## src/hdl/fpc_pkg.sv

```systemverilog
`default_nettype none
package fpc_pkg;

  typedef struct packed {
    logic [7:0]  payload_byte;
    logic        direction;
    logic [31:0] frame_counter;
    logic        last_byte;
  } in_data_t;

  typedef struct packed {
    logic [7:0] result_byte;
    logic       result_last;
  } out_data_t;

  // register indexes of the configuration port
  localparam logic [1:0] REG_KEY_HIGH = 2'd0;
  localparam logic [1:0] REG_KEY_LOW  = 2'd1;
  localparam logic [1:0] REG_DEV_ADDR = 2'd2;

  localparam logic [7:0] BLOCK_FLAGS  = 8'h01;
  localparam logic [3:0] LAST_ROUND   = 4'd10;
  localparam int         BLOCK_BYTES  = 16;

  localparam logic [7:0] SBOX [256] = '{
    8'h63,8'h7c,8'h77,8'h7b,8'hf2,8'h6b,8'h6f,8'hc5,8'h30,8'h01,8'h67,8'h2b,8'hfe,8'hd7,8'hab,8'h76,
    8'hca,8'h82,8'hc9,8'h7d,8'hfa,8'h59,8'h47,8'hf0,8'had,8'hd4,8'ha2,8'haf,8'h9c,8'ha4,8'h72,8'hc0,
    8'hb7,8'hfd,8'h93,8'h26,8'h36,8'h3f,8'hf7,8'hcc,8'h34,8'ha5,8'he5,8'hf1,8'h71,8'hd8,8'h31,8'h15,
    8'h04,8'hc7,8'h23,8'hc3,8'h18,8'h96,8'h05,8'h9a,8'h07,8'h12,8'h80,8'he2,8'heb,8'h27,8'hb2,8'h75,
    8'h09,8'h83,8'h2c,8'h1a,8'h1b,8'h6e,8'h5a,8'ha0,8'h52,8'h3b,8'hd6,8'hb3,8'h29,8'he3,8'h2f,8'h84,
    8'h53,8'hd1,8'h00,8'hed,8'h20,8'hfc,8'hb1,8'h5b,8'h6a,8'hcb,8'hbe,8'h39,8'h4a,8'h4c,8'h58,8'hcf,
    8'hd0,8'hef,8'haa,8'hfb,8'h43,8'h4d,8'h33,8'h85,8'h45,8'hf9,8'h02,8'h7f,8'h50,8'h3c,8'h9f,8'ha8,
    8'h51,8'ha3,8'h40,8'h8f,8'h92,8'h9d,8'h38,8'hf5,8'hbc,8'hb6,8'hda,8'h21,8'h10,8'hff,8'hf3,8'hd2,
    8'hcd,8'h0c,8'h13,8'hec,8'h5f,8'h97,8'h44,8'h17,8'hc4,8'ha7,8'h7e,8'h3d,8'h64,8'h5d,8'h19,8'h73,
    8'h60,8'h81,8'h4f,8'hdc,8'h22,8'h2a,8'h90,8'h88,8'h46,8'hee,8'hb8,8'h14,8'hde,8'h5e,8'h0b,8'hdb,
    8'he0,8'h32,8'h3a,8'h0a,8'h49,8'h06,8'h24,8'h5c,8'hc2,8'hd3,8'hac,8'h62,8'h91,8'h95,8'he4,8'h79,
    8'he7,8'hc8,8'h37,8'h6d,8'h8d,8'hd5,8'h4e,8'ha9,8'h6c,8'h56,8'hf4,8'hea,8'h65,8'h7a,8'hae,8'h08,
    8'hba,8'h78,8'h25,8'h2e,8'h1c,8'ha6,8'hb4,8'hc6,8'he8,8'hdd,8'h74,8'h1f,8'h4b,8'hbd,8'h8b,8'h8a,
    8'h70,8'h3e,8'hb5,8'h66,8'h48,8'h03,8'hf6,8'h0e,8'h61,8'h35,8'h57,8'hb9,8'h86,8'hc1,8'h1d,8'h9e,
    8'he1,8'hf8,8'h98,8'h11,8'h69,8'hd9,8'h8e,8'h94,8'h9b,8'h1e,8'h87,8'he9,8'hce,8'h55,8'h28,8'hdf,
    8'h8c,8'ha1,8'h89,8'h0d,8'hbf,8'he6,8'h42,8'h68,8'h41,8'h99,8'h2d,8'h0f,8'hb0,8'h54,8'hbb,8'h16
  };

  // multiply by x in GF(2^8)
  function automatic logic [7:0] xt(input logic [7:0] v);
    return {v[6:0], 1'b0} ^ (v[7] ? 8'h1b : 8'h00);
  endfunction

endpackage
`default_nettype wire

```

## src/hdl/fpc_ksm.sv

```systemverilog
`default_nettype none
module fpc_ksm (
  input  wire logic         clk,
  input  wire logic         rst_n,
  input  wire logic         load,
  input  wire logic         abort,
  input  wire logic [127:0] blk,
  input  wire logic         rd_en,
  input  wire logic [3:0]   rd_addr,
  output logic [7:0]        rd_data,
  output logic              rd_hit
);

  logic [7:0] mem [16];
  logic [7:0] rd_data_r;
  logic [4:0] fill_r;
  logic       active_r;
  logic [3:0] wr_addr;

  assign wr_addr = fill_r[3:0];

  // copy sweep of a fresh keystream block into the memory
  always_ff @(posedge clk) begin
    if (!rst_n) begin
      fill_r   <= 5'd0;
      active_r <= 1'b0;
    end else if (abort) begin
      fill_r   <= 5'd0;
      active_r <= 1'b0;
    end else if (load) begin
      fill_r   <= 5'd0;
      active_r <= 1'b1;
    end else if (active_r) begin
      fill_r <= fill_r + 5'd1;
      if (fill_r == 5'(fpc_pkg::BLOCK_BYTES - 1)) begin
        active_r <= 1'b0;
      end
    end
  end

  always_ff @(posedge clk) begin
    if (active_r && !abort && !load) begin
      mem[wr_addr] <= blk[{~wr_addr, 3'b000} +: 8];
    end
    if (rd_en) begin
      rd_data_r <= mem[rd_addr];
    end
  end

  // entry already copied before this cycle
  assign rd_hit  = {1'b0, rd_addr} < fill_r;
  assign rd_data = rd_data_r;

endmodule
`default_nettype wire

```

## config.mk

```make
export PLATFORM = sky130hd
export DESIGN_NAME = fpc_ksm
export DESIGN_NICKNAME = d
export VERILOG_FILES = /design/src/hdl/fpc_pkg.sv /design/src/hdl/fpc_ksm.sv
export SDC_FILE = /design/constraint.sdc
export NUM_CORES = 1
export LEC_CHECK = 0
export BUFFER_PORTS_ARGS = -buffer_cell sky130_fd_sc_hd__buf_4
export CORE_ASPECT_RATIO = 0.9
export CORE_MARGIN = 10
export CORE_UTILIZATION = 54
export CTS_CLUSTER_DIAMETER = 60
export DETAILED_ROUTE_END_ITERATION = 10
export PLACE_DENSITY = 0.8
export SLEW_MARGIN = 0
export SYNTH_ARGS = -nofsm -noshare
export SYNTH_HDL_FRONTEND = slang
export SYNTH_SLANG_ARGS = --single-unit
```

## constraint.sdc

```tcl
create_clock -name clk -period 2.9 [get_ports clk]
set_input_delay 0.58 -clock clk [delete_from_list [all_inputs] [get_ports clk]]
set_output_delay 0.58 -clock clk [all_outputs]
set_load 0.02 [all_outputs]
```

### After elaboration in Yosys (flattened, before gate mapping)

Memory sizes are Yosys's and may differ from the RTL's. A register that Yosys moved wholly into a read port is not among the register bits.
Index checks and enable logic that the tools add are counted.

* flip-flop bits (word level): 6
* bits in latches: 0
* memory bits (writable): 128
* bits in read-only memories: 0
* input bits: 137
* output and inout bits: 9
* word-level logic and storage cells: 20
* memories kept: 1

Memory list
* mem: depth 16, width 8, rd ports 1, clocked after memory_dff 1, write ports 1, line fpc_ksm.sv:14 `logic [7:0] mem [16];`

* $add $sub $neg: 1
* multiply operators: 0
* div/mod/pow operators: 0
* magnitude comparators: 1
* equality and inequality tests: 1
* shift-type cells: 1
* muxes and demuxes: 5
* bitwise operators: 2
* reductions and logical operators: 6

Operators with widths (number)
* $shiftx 128x8->8: 1
* $add 5x1->5 const B: 1
* $eq 5x4->1 const B: 1
* $lt 4x5->1: 1
* $mux 1: 5
* $not 4->4: 1
* $reduce_or 3->1: 1
* $logic_and 1x1->1: 2
* $logic_not 1->1: 2
* $reduce_or 2->1: 1
* $not 1->1: 1

### Depth between registers and ports, before layout

* word-level depth: 5
* mapped depth: 7
* gate-level depth less buffers: 6

### Least setup slack after synthesis

OpenSTA, ideal clock, no wires.

* path kind: register to output
* start: reg fill_r[1]
* end: out rd_hit
* arrival: 1.818 ns
* setup slack: 0.502 ns
* cell stages (with the launch flop): 8
* cells stage by stage: dfxtp_1 -> buf_6 -> clkbuf_1 -> inv_1 -> ha_1 -> a21o_1 -> a211o_1 -> o211ai_1

* longest elaborated chain between the ends: 1

RTL lines
* from (decl): line fpc_ksm.sv:16 `logic [4:0] fill_r;`
* from (signal assigned): line fpc_ksm.sv:34 `fill_r <= fill_r + 5'd1;`
* $lt 4x5->1: line fpc_ksm.sv:51 `assign rd_hit = {1'b0, rd_addr} < fill_r;`
* to (decl): line fpc_ksm.sv:11 `output logic rd_hit`

Every way passes these cells.

### Final worst setup path

* start: reg fill_r[0]
* end: out rd_hit

The elaborated chain is that of the path after synthesis.

==> impl_metrics.env <==
export IMPL_coreArea_um2=12000
export IMPL_insertion_delay_ps=420
export IMPL_fin_tns_setup_ps=0
export IMPL_globalRouteTotalUtil=0.210
export IMPL_drv_slew=0
export IMPL_slew_limit_headroom=0.466
export IMPL_async_flop_share=0
export IMPL_cts_buffer_depth=2
export IMPL_crit_type="flop to output port"
export IMPL_post_route_min_period_ps=2590
export IMPL_ctsResizeCount=0
export IMPL_antenna_cells=0
export IMPL_period_share=0.892
export IMPL_dp_hpwl_um=12600
export IMPL_fin_nets=651
export IMPL_grt_pass1_wl_um=26500
export IMPL_hold_buffers=0
export IMPL_cts_sinks=142
export IMPL_vias_per_cell=5.91
export IMPL_grt_use_met1=0.256
export IMPL_synth_main_ff_cell="edfxtp_1"
export IMPL_cap_violations=0
export IMPL_p_sw_mw=0.970
export IMPL_yosys_warnings=0
export IMPL_finalSetupViolCount=0
export IMPL_areaGrowthSynthToFinish_pct=28.8
export IMPL_synth_common_cells="edfxtp_1 (136), mux4_2 (48), a22oi_1 (32)"
export IMPL_gp_congestion=0.819
export IMPL_synth_top_area_share=0.623
export IMPL_startpoint_type="flop"
export IMPL_synth_seq_cells=142
export IMPL_syn_nets=487
export IMPL_cts_tree="done"
export IMPL_drt_pass1_iter_count=4
export IMPL_syn_area_um2=6550
export IMPL_sequentialPowerShare=0.481
export IMPL_routedWlPerCell_um=25.3
export IMPL_p_clk_frac=0.438
export IMPL_ys_seq_area_frac=0.642
export IMPL_numCtsBuffers=17
export IMPL_cp_max_fo=17
export IMPL_endpoint_kind="output port"
export IMPL_synth_most_common_cell="edfxtp_1"
export IMPL_p_int_mw=3.75
export IMPL_routed_wl_um=17200
export IMPL_grtUsageMet3=0.0794
export IMPL_postRouteAntennaNets=0
export IMPL_critPathArrivalTime_ps=2010
export IMPL_drt_iter0_markers=357
export IMPL_swShare=0.205
export IMPL_rsz0062_at_grt="no"
export IMPL_htreeDepth=4
export IMPL_fmax_mhz=387
export IMPL_synth_top_area_cell="edfxtp_1"
export IMPL_outcome="finished, final reports clean"
export IMPL_hold_viol_final=0
export IMPL_worst_slew_pin_slew_ps=798
export IMPL_initial_utilization=0.547
export IMPL_cts_root_buf="clkbuf_16"
export IMPL_fin_skew_ps=16.3
export IMPL_drc=0
export IMPL_power_density_nw_per_um2=560
export IMPL_use_met2=0.339
export IMPL_post_cts_buffers=0
export IMPL_port_buffers=145
export IMPL_layout_drive_gt1_share=0.470
export IMPL_ios=146
export IMPL_ys_top_cells_by_area="edfxtp_1 (62%), mux4_2 (17%), mux4_1 (6.4%), a22oi_1 (3.7%), dfxtp_1 (1.8%)"
export IMPL_clk_pin_slew_ps=60
export IMPL_hold_path_class="input port to flop"
export IMPL_grt_pass1_vias=4419
export IMPL_grt_max_degree=37
export IMPL_worst_ep_required_time_ps=2320
export IMPL_antenna_found_initial=0
export IMPL_num_vias=4013
export IMPL_postLayoutCoreUtil=0.704
export IMPL_synthCells=342
export IMPL_avgSynthCellArea_um2=19.2
export IMPL_die_area_um2=16900
export IMPL_synthDistinctLibCells=29
export IMPL_power_leakage_nw=3.06
export IMPL_synth_edf_count=136
export IMPL_worst_slack_ps=314
export IMPL_overflow=0
export IMPL_vdd_drop_max_v=0.000481
export IMPL_combPwrFrac=0.080
export IMPL_dpl_worst_slack_ps=483
export IMPL_busiest_layer="met2"
export IMPL_die_w_um=136
export IMPL_rows=38
export IMPL_dieHeight_um=124
[cells in the final DEF (no fill, tap or decap), types with 2 or more instances in the layout]
master     synthesis  layout
edfxtp_1         136     136
mux4_1            16      16
clkinv_2           0       3
xnor2_1            3       3
dfxtp_1            6       5
bufinv_16          0       2
buf_12             1       2
mux4_2            48      48
ha_1               8       8
and2_1             2       2
inv_1              6       6
nor3_1             4       4
nand2_1           25      25
nor2b_1            2       2
clkinv_1           0       2
clkinv_4           0       5
a22oi_1           32      32
buf_4              2     164
clkbuf_16          0      17
nor2_1            23      23
[cell families (layout without fill, tap and decap cells)]
group,after synthesis,count (layout),share of synthesized area
flops,142,142,0.642
mux,65,65,0.231
simple gates,60,60,0.0384
compound gates,37,37,0.0422
buf+inv,27,204,0.0275
fa+ha+maj,8,8,0.0153
xor+xnor,3,3,0.00401
[path summary, 6_finish.rpt]
kind                            depth (start not counted)  slack (ps)   endpoint      start
worst min-delay path                                    2         340   active_r      abort
worst min register to register                          2         490  fill_r[4]  fill_r[4]
worst max-delay path                                    6         310     rd_hit  fill_r[0]
worst max register to register                          4         520  mem[2][5]  fill_r[0]
[worst max-delay path, stage by stage (launching register included)]
cell and delay [ps]:
dfxtp_2 570, buf_12 230, nand2b_1 70, a21o_1 170, a211o_1 280, o211ai_1 100, buf_4 180
[registers in the layout (all words and copies together) (netlist names)]
register  cells
active_r      1
rd_data       8
fill_r        5
mem         128
[metal layers]
layer  vias up  share of wire
met4         0          0.015
met2       199           0.52
li1       1777              -
met1      2021           0.37
met3        16          0.089
met5         -              0
[power by group through the flow]
stage	Clock, mW	Combinational [mW]	Sequential (mW)
6_report	2.07	0.380	2.27
5_1_grt	2.19	0.409	2.27
4_1_cts	2.09	0.384	2.27
3_3_place_gp	0	0.369	2.31
3_5_place_dp	0	0.381	2.32
2_1_floorplan	0	0.161	2.32
[per-stage QoR]
step | instances | hold slack [ps] | instance area, µm² | total power [mW]
floorplan | 342 | 471 | 6550 | 2.48
finish | 679 | 336 | 8440 | 4.72
detailed placement | 647 | 483 | 7870 | 2.70
CTS | 679 | 319 | 8440 | 4.75
global placement | 647 | 481 | 7870 | 2.68
global route | 679 | 331 | 8440 | 4.87
[area by class of cell]
type / count / area, µm²
clock buffer: 18 / 429
clock inverter: 14 / 145
fill: 766 / 3540
inverter: 6 / 22.5
multi-input combinational: 173 / 2170
sequential: 142 / 4210
tap: 160 / 200
timing repair buffer: 166 / 1270
Power figures use the tool's default switching activity.
